## src/design/rsh_pkg.sv

```systemverilog
package rsh_pkg;

    localparam int COORD_W   = 32;
    localparam int RAD_W     = 31;
    localparam int COLOR_W   = 16;
    localparam int CFG_IDX_W = 3;
    localparam int CFG_DAT_W = 32;
    localparam int LIMB_W    = 22;
    localparam int WIDE_W    = 3 * LIMB_W;
    localparam int ROW_W     = 4 * LIMB_W;
    localparam int PROD_W    = 6 * LIMB_W;

    typedef enum logic [CFG_IDX_W-1:0] {
        CFG_ORIGIN_X,
        CFG_ORIGIN_Y,
        CFG_ORIGIN_Z,
        CFG_CENTER_X,
        CFG_CENTER_Y,
        CFG_CENTER_Z,
        CFG_RADIUS
    } t_cfg_idx;

    localparam logic [COORD_W-1:0] CENTER_Z_RST = 32'hFFFF_0000;
    localparam logic [RAD_W-1:0]   RADIUS_RST   = 31'd32768;
    localparam logic [COLOR_W-1:0] COLOR_ONE    = 16'd32768;
    localparam logic [31:0]        ONE_Q30      = 32'h4000_0000;
    localparam logic [30:0]        T_HALF       = 31'h2000_0000;
    localparam logic [33:0]        GREEN_NUM    = 34'd10737418240;
    localparam logic [19:0]        GREEN_RECIP  = 20'd838861;

    typedef struct packed {
        logic        hit;
        logic [63:0] a;
        logic        yneg;
        logic [31:0] ymag;
    } t_q_item;

    typedef struct packed {
        logic    valid;
        t_q_item item;
    } t_q_push;

    typedef struct packed {
        logic    valid;
        t_q_item item;
    } t_q_pop;

    typedef struct packed {
        logic        hit;
        logic        yneg;
        logic [31:0] ymag;
    } t_bk_side;

    typedef struct packed {
        logic az;
        logic cl;
        logic hn;
    } t_fe_flags;

endpackage

```

## src/design/rsh_queue.sv

```systemverilog
module rsh_queue import rsh_pkg::*; #(
    parameter int DEPTH = 4
) (
    input  logic    i_clk,
    input  logic    i_rst_n,
    input  t_q_push i_push,
    output logic    o_full,
    input  logic    i_pop,
    output t_q_pop  o_head
);

    localparam int PW = $clog2(DEPTH);
    localparam int CW = $clog2(DEPTH + 1);

    t_q_item       r_mem [DEPTH];
    logic [PW-1:0] r_wp;
    logic [PW-1:0] r_rp;
    logic [CW-1:0] r_cnt;
    logic          w_wr;
    logic          w_rd;

    assign o_full       = (r_cnt == CW'(DEPTH));
    assign o_head.valid = (r_cnt != '0);
    assign o_head.item  = r_mem[r_rp];
    assign w_wr         = i_push.valid && !o_full;
    assign w_rd         = i_pop && o_head.valid;

    always_ff @(posedge i_clk) begin
        if (w_wr) begin
            r_mem[r_wp] <= i_push.item;
        end
    end

    always_ff @(posedge i_clk) begin
        if (!i_rst_n) begin
            r_wp  <= '0;
            r_rp  <= '0;
            r_cnt <= '0;
        end else begin
            if (w_wr) begin
                r_wp <= (r_wp == PW'(DEPTH - 1)) ? '0 : r_wp + PW'(1);
            end
            if (w_rd) begin
                r_rp <= (r_rp == PW'(DEPTH - 1)) ? '0 : r_rp + PW'(1);
            end
            case ({w_wr, w_rd})
                2'b10:   r_cnt <= r_cnt + CW'(1);
                2'b01:   r_cnt <= r_cnt - CW'(1);
                default: r_cnt <= r_cnt;
            endcase
        end
    end

endmodule

```

## config.mk

```make
export PLATFORM = sky130hd
export DESIGN_NAME = rsh_queue
export DESIGN_NICKNAME = d
export VERILOG_FILES = /design/src/design/rsh_pkg.sv /design/src/design/rsh_queue.sv
export SDC_FILE = /design/constraint.sdc
export NUM_CORES = 1
export LEC_CHECK = 0
export ABC_AREA = 1
export BUFFER_PORTS_ARGS = -buffer_cell sky130_fd_sc_hd__buf_4
export CAP_MARGIN = 20
export CORE_UTILIZATION = 40
export DETAILED_ROUTE_END_ITERATION = 16
export GPL_TIMING_DRIVEN = 0
export SLEW_MARGIN = 20
export SYNTH_ARGS = -nofsm -noshare
export SYNTH_HDL_FRONTEND = slang
export SYNTH_SLANG_ARGS = --single-unit
```

## constraint.sdc

```tcl
create_clock -name i_clk -period 12.3 [get_ports i_clk]
set_input_delay 1.845 -clock i_clk [delete_from_list [all_inputs] [get_ports i_clk]]
set_output_delay 1.845 -clock i_clk [all_outputs]
set_load 0.05 [all_outputs]
```

==> results of run 1 <==
-- worst max path at each step --
| stage | start | end | slack (ns) | cells past startpoint |
|---|---|---|---|---|
| after floorplan | i_push[98] | r_mem[0][0]$_DFFE_PP_ | 5.63 | 2 |
| after global placement | i_push[98] | r_mem[0][61]$_DFFE_PP_ | 1.87 | 3 |
| after detailed placement | i_push[98] | r_mem[0][83]$_DFFE_PP_ | 8.55 | 5 |
| after CTS | flip-flop | o_head[57] | 7.97 | 7 |
| after global routing | flip-flop | o_head[0] | 7.88 | 6 |
| final | flip-flop | o_head[57] | 7.96 | 7 |
-- cells in the final DEF (no fill, tap or decap), types with 5 or more instances in the layout --
master	n
o21ai_1	47
clkinv_1	5
buf_12	7
clkinv_2	7
nand2_1	15
buf_16	16
nor2_1	207
dfxtp_1	9
o21ai_0	151
ha_1	6
inv_1	16
clkbuf_16	45
edfxtp_1	392
buf_2	7
buf_4	206
buf_6	15
o22ai_1	98
clkbuf_1	42
-- cell type report --
| class | count | area (µm²) | area share |
|---|---|---|---|
| Buffer | 64 | 399 | 0.0210 |
| Clock buffer | 53 | 1160 | 0.0608 |
| Clock inverter | 19 | 174 | 0.00914 |
| Inverter | 18 | 72.6 | 0.00382 |
| Multi-Input combinational cell | 535 | 2610 | 0.137 |
| Sequential cell | 401 | 12000 | 0.628 |
| Tap cell | 468 | 586 | 0.0308 |
| Timing Repair Buffer | 223 | 2070 | 0.109 |
-- logic make-up (layout without fill, tap and decap cells) --
kind of cell    count (synthesis)  in the layout  synth area share
simple gates                  229            229            0.0578
compound gates                299            299             0.108
buf+inv                        82            377            0.0314
fa+ha+maj                       7              7           0.00634
flops                         401            401             0.797
-- power by group through the flow --
stage,Clock [W],Combinational [W],Sequential (W)
after floorplan,0,0.00121,0.00171
after global placement,0,0.00181,0.00173
final,0.00122,0.00185,0.00166
after CTS,0.00125,0.00188,0.00166
after global routing,0.00130,0.00196,0.00167
after detailed placement,0,0.00187,0.00169
-- critical path: stages (launching register included) --
cell	delay, ns
dfxtp_1	0.29
buf_4	0.19
inv_2	0.27
clkbuf_2	0.31
buf_2	0.28
o21ai_1	0.10
o22ai_1	0.25
buf_4	0.26
-- state kept, by name, indices dropped and copies added, names as in the netlist, named ones only --
register  count
r_mem       392
r_rp          2
r_wp          2
r_cnt         3
-- metrics by stage --
stage          instance area, µm²  cells  hold slack (ns)  total power [W]
4_1_cts                     19000   1781            0.524          0.00479
2_1_floorplan               15000   1018            0.483          0.00292
3_5_place_dp                17700   1709            0.518          0.00356
3_3_place_gp                17100   1687            0.519          0.00354
5_1_grt                     19000   1781            0.548          0.00494
6_report                    19000   1781            0.519          0.00473
-- routing by layer --
layer,global-route usage,up-vias,wire [µm]
met3,0.0469,44,2490
met4,0.0521,0,600
met2,0.305,251,17200
met1,0.241,4454,15300
met5,0.00255,-,0
li1,-,4363,-
==> summary.txt, run 1 <==
Clock tree
  • Root Buffer: clkbuf_16
  • Hold Buf Count CTS: 0
  • TritonCTS Buffers: 42
  • Clk Latency, worst-skew pair: approximately 0.54 ns
  • H-tree levels: 2
  • Clk sinks: 401
  • Clock transition at path regs: 0.06 ns
  • TritonCTS clock tree: yes
  • Postcts setup bufs: 0
  • CTS resizes: 0
  • Max Buffers Root-to-Sink: 3

Pwr
  • Internal Power: 0.00289 W
  • Pleak: between 6 and 7 nW
  • Psw: 0.00185 W
  • Comb power frac: 0.392
  • Flop pwr share: 0.352
  • IR drop worst, VDD: 178 µV
  • Switching power share of the total: 0.391
  • Power per cell area: roughly 250 nW/µm²
  • Clk network pwr share: 0.257

Run status
  • Run status: completed

GRT
  • First-pass GRT wire length: 53.0 mm
  • Vias in the first global route: 9,000
  • Largest net degree at the start of global routing: 24
  • Initial antenna violation count: 0
  • Total gr overflow: 0
  • Total global-route track usage: 0.184

Place
  • Pre-CTS WS: about 8.6 ns
  • Placer Congestion: 0.709
  • Post-DP HPWL: 22.5 mm
  • PortBufs: 201

Synth
  • Most common cell in the netlist: edfxtp_1
  • Commonest cells in the synthesized netlist: edfxtp_1, nor2_1, o21ai_0
  • Syn_nets: 1,127
  • Async SR Flop Fraction: 0
  • Cell variety after synth: 22
  • Top post-synthesis cells by area: edfxtp_1, nor2_1, o21ai_0, o22ai_1, o21ai_1
  • Post-synth EDFFs: 392
  • Warnings, synthesis: 0
  • Syn_area_per_cell: 14.7 µm²
  • Synth top area share: 0.785
  • Post-synthesis cell count: between 1,000 and 1,500
  • Synth Flop Type: edfxtp_1
  • Mapped cell area: 15,000 µm²
  • Yosys reg bits: between 400 and 500
  • Seq/Total Area, Yosys: 0.797
  • Cell accounting for the most synthesized area: edfxtp_1

Critical path
  • R2r endpoint: r_mem[1][84]$_DFFE_PP_
  • Reg2Reg Setup Slack: 10.02 ns
  • Setup CP Type: reg -> out
  • Critical Path RT: 10.45 ns
  • Arr. time, crit path: approximately 2.5 ns
  • Critical Path Sink Type: primary output
  • Worst r2r src: r_cnt[1]$_SDFFE_PN0P_
  • Crit Path Max Fanout: 10
  • Nature of the critical path startpoint: flip-flop
  • Worst Reg-to-Reg Cells: 7

Die
  • Initial Util: 0.408
  • Site row count: 70
  • DIE AREA: 38,300 µm²
  • I/O pin count: 202
  • Core area: 36,800 µm²
  • Die H: 196 µm
  • Die W: 196 µm

Layout
  • Finished Core Util: 0.517
  • Ant diodes: 0
  • Fin nets: 1,394
  • Layout area overhead: 26.8%
  • Layout cells sized above 1: 0.242
  • FILL cells: 3,157

Hold path
  • Hold endpoint: r_rp[1]$_SDFFE_PN0P_
  • Worst Min Path Start: r_rp[1]$_SDFFE_PN0P_
  • Worst hold path class: reg -> reg
  • Hold depth: 2

STA
  • Fin Setup TNS: 0 ns
  • Actual slew at the worst max-slew pin: 0.720 ns
  • Endpoints failing setup: 0
  • Final min period: 4.34 ns
  • Worst slew margin: 0.519
  • Max frequency: 230 MHz
  • Endpoints failing hold: 0
  • Worst Skew: 0.0145 ns
  • Final Max Slew Viols: 0
  • RSZ-0062 raised after global routing: no
  • Final worst path period share: 0.353
  • Final setup margin: between 7 and 8 ns

Run
  • Max cap viols: 0

Routing
  • Post-route ant nets: 0
  • Detailed Routing Iterations Pass 1: 5
  • Drt via density: 5.12
  • WL final: 35.6 mm
  • Starting DRT DRC Count: 460
  • Remaining DRCs: 0
  • WL/cell: 20.0 µm
  • Vias: 9,112
No activity file was read; power rests on OpenSTA's default activity.
==> inputs of run 2 (changes only) <==
==> constraint.sdc (replaced) <==
create_clock -name i_clk -period 3.5 [get_ports i_clk]
set_input_delay 0.525 -clock i_clk [delete_from_list [all_inputs] [get_ports i_clk]]
set_output_delay 0.525 -clock i_clk [all_outputs]
set_load 0.05 [all_outputs]
==> run 2 against run 1 <==
Compared with the run above:
- clock power grew to 3.6 times the previous value
- largest cell class unchanged
- largest power group unchanged
- highest routed layer unchanged
- setup slack lost 7.5 ns
- cell area is essentially flat
- critical path type unchanged
- non-clock buffer count shrank 2
- via count is essentially flat
- flip-flop and latch count is the same
==> summary.txt, run 2 (synthesized netlist as in run 1, its figures left out) <==
Clock tree
  • TritonCTS clock tree: yes
  • TritonCTS Buffers: 42 (unchanged)
  • H-tree levels: 2 (unchanged)
  • CTS resizes: 0 (unchanged)
  • Hold Buf Count CTS: 0 (unchanged)
  • Clk Latency, worst-skew pair: 0.55 ns (about the same)
  • Root Buffer: clkbuf_16
  • Clock transition at path regs: 0.06 ns (about the same)
  • Clk sinks: 401 (unchanged)
  • Max Buffers Root-to-Sink: 3 (unchanged)
  • Postcts setup bufs: 0 (unchanged)

Run
  • Max cap viols: 0 (unchanged)

Layout
  • Finished Core Util: 0.517 (about the same)
  • Biggest register: r_mem
  • Ant diodes: 0 (unchanged)
  • Fin nets: 1,392 (-0.14%)
  • Layout cells sized above 1: 0.242 (-0.000552)
  • Layout area overhead: 26.7% (about the same)
  • Commonest cells after routing, fill and taps aside: edfxtp_1, nor2_1, buf_4
  • Largest registers: r_mem (392), r_cnt (3)
  • Post-route design area: 19,000 µm² (about the same)
  • Max reg flops: 392 (unchanged)
  • Most common cell after layout, fill and taps aside: edfxtp_1

Die
  • I/O pin count: 202 (unchanged)
  • Die W: 196 µm (unchanged)
  • DIE AREA: 38,300 µm² (unchanged)
  • Initial Util: 0.408 (unchanged)
  • Site row count: 70 (unchanged)
  • Core area: 36,800 µm² (unchanged)
  • Die H: 196 µm (unchanged)

Pwr
  • Design Power: 0.0168 W (+250%)
  • Pleak: 6.72 nW (about the same)
  • IR drop worst, VDD: 749 µV (+320%)
  • Power per cell area: 883 nW/µm² (+250%)

Place
  • PortBufs: 201 (unchanged)
  • Post-DP HPWL: 22.8 mm (+1.1%)
  • Pre-CTS WS: 1.06 ns (-7.49 ns)
  • Placer Congestion: 0.733 (+3.3%)
  • Placement Cell Area: 17,600 µm² (-0.44%)

Critical path
  • Nature of the critical path startpoint: flip-flop
  • CP Cell Sequence: buf_4 -> inv_2 -> clkbuf_2 -> buf_2 -> o21ai_1 -> o22ai_1 -> buf_4
  • Setup CP Type: reg -> out
  • CP most frequent cell: buf_4
  • Max stage delay on crit path: 0.32 ns (about the same)
  • Buf/Inv on CP: 5 (unchanged)
  • Arr. time, crit path: 2.49 ns (about the same)
  • Critical Path Sink Type: primary output
  • Slowest-stage cell, CP: clkbuf_2
  • Critical Path RT: 2.97 ns (-7.48 ns)
  • Crit Path Max Fanout: 10 (unchanged)
  • Worst path top cell family by delay: buffers and inverters

GRT
  • Initial antenna violation count: 0 (unchanged)
  • First-pass GRT wire length: 54.3 mm (+2.5%)
  • Total global-route track usage: 0.189 (+0.00517)
  • Vias in the first global route: 9,139 (+1.5%)
  • Total gr overflow: 0 (unchanged)
  • Global routing usage on met3: 0.0438 (-0.00309)
  • Routing usage on met1: 0.255 (+0.0138)
  • Largest net degree at the start of global routing: 24 (unchanged)
  • Met2 Use GR: 0.303 (-0.00132)
  • Top Usage Layer GRT: met2

Routing
  • Detailed Routing Iterations Pass 1: 5 (unchanged)
  • Drt via density: 5.11 (about the same)
  • Starting DRT DRC Count: 529 (+15%)
  • Remaining DRCs: 0 (unchanged)
  • Post-route ant nets: 0 (unchanged)
  • WL final: 36.0 mm (+1.2%)
  • WL/cell: 20.2 µm (+1.0%)
  • Vias: 9,121 (+0.099%)

STA
  • Final setup margin: 0.486 ns (-7.47 ns)
  • Endpoints failing setup: 0 (unchanged)
  • Final worst path period share: 0.861
  • Final min period: ~3 ns
  • Endpoints failing hold: 0 (unchanged)
  • Final Max Slew Viols: 0 (unchanged)
  • Actual slew at the worst max-slew pin: 0.587 ns (-0.134 ns)
  • RSZ-0062 raised after global routing: no
  • Max frequency: 332 MHz
  • Worst Skew: 0.00817 ns (-0.00635 ns)
  • Worst slew margin: 0.608 (+0.0894)
  • Fin Setup TNS: 0 ns (unchanged)

Run status
  • Run status: completed

Hold path
  • Worst hold path class: in -> reg
## run 2: area by class of cell
cell class	instances	area (µm²)
Sequential cell	401	12000
Multi-Input combinational cell	535	2610
Buffer	64	399
Inverter	18	72.6
Tap cell	468	586
Clock buffer	56	1220
Timing Repair Buffer	221	1990
Fill cell	3055	17800
Clock inverter	21	176
## run 2: per-stage QoR
| stage | hold slack [ns] | cells |
|---|---|---|
| after floorplan | 0.483 | 1018 |
| after global placement | 0.517 | 1687 |
| after detailed placement | 0.523 | 1707 |
| after CTS | 0.135 | 1784 |
| after global routing | 0.147 | 1784 |
| final | 0.164 | 1784 |
## run 2: final timing paths
kind                                          endpoint  slack, ns             startpoint  cells past startpoint
worst max-delay path                        o_head[61]       0.49              flip-flop                      7
worst min-delay path            r_mem[3][12]$_DFFE_PP_       0.16             i_push[12]                      1
worst max register to register  r_mem[3][65]$_DFFE_PP_       1.33  r_cnt[1]$_SDFFE_PN0P_                      6
worst min register to register   r_cnt[0]$_SDFFE_PN0P_       0.52  r_cnt[0]$_SDFFE_PN0P_                      2
## run 2: per-layer routing
metal  part of all wire  wire length [µm]
met1               0.43             15600
met2               0.47             16900
met3              0.076              2730
met4              0.023               815
met5                  0                 0
## run 2: power by group
part	switching (W)	leakage, nW	total [W]	internal [W]
logic	0.00469	2.37	0.00651	0.00182
clock network	0.00176	0.680	0.00442	0.00266
registers	0.0000947	3.67	0.00585	0.00576
==> inputs of run 3 (changes only) <==
--- a/config.mk
+++ b/config.mk
@@ -11,6 +11,7 @@
 export CORE_UTILIZATION = 40
 export DETAILED_ROUTE_END_ITERATION = 16
 export GPL_TIMING_DRIVEN = 0
+export MAX_ROUTING_LAYER = met4
 export SLEW_MARGIN = 20
 export SYNTH_ARGS = -nofsm -noshare
 export SYNTH_HDL_FRONTEND = slang
==> run 3 against run 2 <==
Compared with the run above:
- total power is essentially flat
- largest cell class unchanged
- maximum frequency is 0.49% higher
- highest routed layer unchanged
- die area did not move
- critical endpoint unchanged
==> summary.txt, run 3 (synthesized netlist as in run 1, its figures left out) <==
Run status
  • Run status: completed

Layout
  • Biggest register: r_mem
  • Max reg flops: 392 (unchanged)
  • Ant diodes: 0 (unchanged)
  • Fin nets: 1,392 (unchanged)
  • Final Non-Filler Cells: 1,784 (unchanged)
  • Largest registers: r_mem (392), r_cnt (3)
  • Most common cell after layout, fill and taps aside: edfxtp_1
  • Layout cells sized above 1: 0.242 (unchanged)
  • Post-route design area: 19,000 µm² (unchanged)
  • Layout area overhead: 26.7% (unchanged)
  • Commonest cells after routing, fill and taps aside: edfxtp_1, nor2_1, buf_4

Die
  • DIE AREA: 38,300 µm² (unchanged)
  • Core area: 36,800 µm² (unchanged)
  • Site row count: 70 (unchanged)
  • Initial Util: 0.408 (unchanged)
  • I/O pin count: 202 (unchanged)
  • Die H: 196 µm (unchanged)
  • Die W: 196 µm (unchanged)

Routing
  • Drt via density: 5.13 (+0.34%)
  • WL/cell: 20.2 µm (about the same)
  • Vias: 9,152 (+0.34%)
  • Starting DRT DRC Count: 602 (+14%)
  • Detailed Routing Iterations Pass 1: 5 (unchanged)
  • Post-route ant nets: 0 (unchanged)
  • WL final: 36.1 mm (about the same)
  • Remaining DRCs: 0 (unchanged)

Clock tree
  • CTS resizes: 0 (unchanged)
  • Root Buffer: clkbuf_16
  • Postcts setup bufs: 0 (unchanged)
  • Hold Buf Count CTS: 0 (unchanged)
  • Max Buffers Root-to-Sink: 3 (unchanged)
  • H-tree levels: 2 (unchanged)
  • TritonCTS Buffers: 42 (unchanged)
  • TritonCTS clock tree: yes
  • Clock transition at path regs: 0.06 ns (about the same)
  • Clk Latency, worst-skew pair: 0.56 ns (about the same)
  • Clk sinks: 401 (unchanged)

STA
  • Final worst path period share: 0.857 (-0.00418)
  • RSZ-0062 raised after global routing: no
  • Max frequency: 333 MHz (+0.49%)
  • Worst Skew: 0.00959 ns (+0.00142 ns)
  • Endpoints failing setup: 0 (unchanged)
  • Worst slew margin: 0.608 (about the same)
  • Final Max Slew Viols: 0 (unchanged)
  • Final min period: 3.00 ns (-0.0146 ns)
  • Fin Setup TNS: 0 ns (unchanged)
  • Endpoints failing hold: 0 (unchanged)
  • Actual slew at the worst max-slew pin: 0.588 ns (+0.00135 ns)
  • Final setup margin: 0.501 ns (+0.0146 ns)

GRT
  • Total global-route track usage: 0.195 (+0.00600)
  • Initial antenna violation count: 0 (unchanged)
  • Largest net degree at the start of global routing: 24 (unchanged)
  • Total gr overflow: 0 (unchanged)
  • First-pass GRT wire length: 54.3 mm (about the same)
  • Vias in the first global route: 9,125 (-0.15%)

Critical path
  • Critical Path RT: 2.97 ns (about the same)
  • Arr. time, crit path: 2.47 ns (-0.02 ns)
  • Nature of the critical path startpoint: flip-flop
  • Critical Path Sink Type: primary output
  • Setup CP Type: reg -> out
  • Crit Path Max Fanout: 10 (unchanged)

Hold path
  • Worst hold path class: in -> reg

Place
  • PortBufs: 201 (unchanged)
  • Placement Cell Area: 17,600 µm² (unchanged)
  • Post-DP HPWL: 22.8 mm (unchanged)
  • Placer Congestion: 0.742 (+1.2%)
  • Placed cell count: 1,707 (unchanged)
  • Pre-CTS WS: 1.06 ns (unchanged)

Pwr
  • Clk network pwr share: 0.264 (about the same)
  • Pleak: 6.72 nW (unchanged)
  • Design Power: 0.0168 W (about the same)
  • IR drop worst, VDD: 747 µV (-0.26%)
  • Flop pwr share: 0.348 (about the same)
  • Comb power frac: 0.388 (about the same)
  • Switching power share of the total: 0.390 (about the same)
  • Power per cell area: 884 nW/µm² (about the same)
  • Psw: 0.00655 W (about the same)
  • Internal Power: 0.0102 W (about the same)

Run
  • Max cap viols: 0 (unchanged)
run 3: cell type report:
type | instances | area, µm²
tap | 468 | 586
sequential | 401 | 12000
clock buffer | 56 | 1220
multi-input combinational | 535 | 2610
timing repair buffer | 221 | 1990
buffer | 64 | 399
clock inverter | 21 | 176
inverter | 18 | 72.6
fill | 3055 | 17800
run 3: worst paths after layout:
| check | startpoint | end | slack, ns | cells after the start |
|---|---|---|---|---|
| worst max register to register | r_cnt[1]$_SDFFE_PN0P_ | r_mem[3][65]$_DFFE_PP_ | 1.33 | 6 |
| worst min-delay path | i_push[49] | r_mem[2][49]$_DFFE_PP_ | 0.16 | 1 |
| worst max-delay path | flip-flop | o_head[61] | 0.50 | 7 |
| worst min register to register | r_cnt[0]$_SDFFE_PN0P_ | r_cnt[0]$_SDFFE_PN0P_ | 0.53 | 2 |
run 3: per-stage QoR:
| step | util | hold WS [ns] |
|---|---|---|
| floorplan | - | 0.483 |
| global placement | 0.465 | 0.517 |
| detailed placement | 0.479 | 0.523 |
| CTS | 0.517 | 0.135 |
| global route | 0.517 | 0.147 |
| finish | 0.517 | 0.163 |
run 3: routing by layer:
| layer | track usage | up-vias | part of all wire |
|---|---|---|---|
| met3 | 0.0421 | 51 | 0.067 |
| met1 | 0.257 | 4464 | 0.44 |
| li1 | - | 4366 | - |
| met2 | 0.303 | 271 | 0.47 |
| met4 | 0.0660 | 0 | 0.022 |
| met5 | - | - | 0 |
run 3: critical path, stage by stage (launching register included):
cell and delay, ns:
dfxtp_1 0.30, buf_4 0.20, inv_2 0.26, clkbuf_2 0.32
buf_2 0.29, o21ai_1 0.11, o22ai_1 0.19, buf_4 0.24
run 3: power by group through the flow:
stage | registers, W | logic [W] | clock network, W
floorplan | 0.00597 | 0.00426 | 0
global placement | 0.00602 | 0.00638 | 0
detailed placement | 0.00595 | 0.00659 | 0
CTS | 0.00585 | 0.00660 | 0.00451
global route | 0.00588 | 0.00690 | 0.00470
finish | 0.00585 | 0.00651 | 0.00443
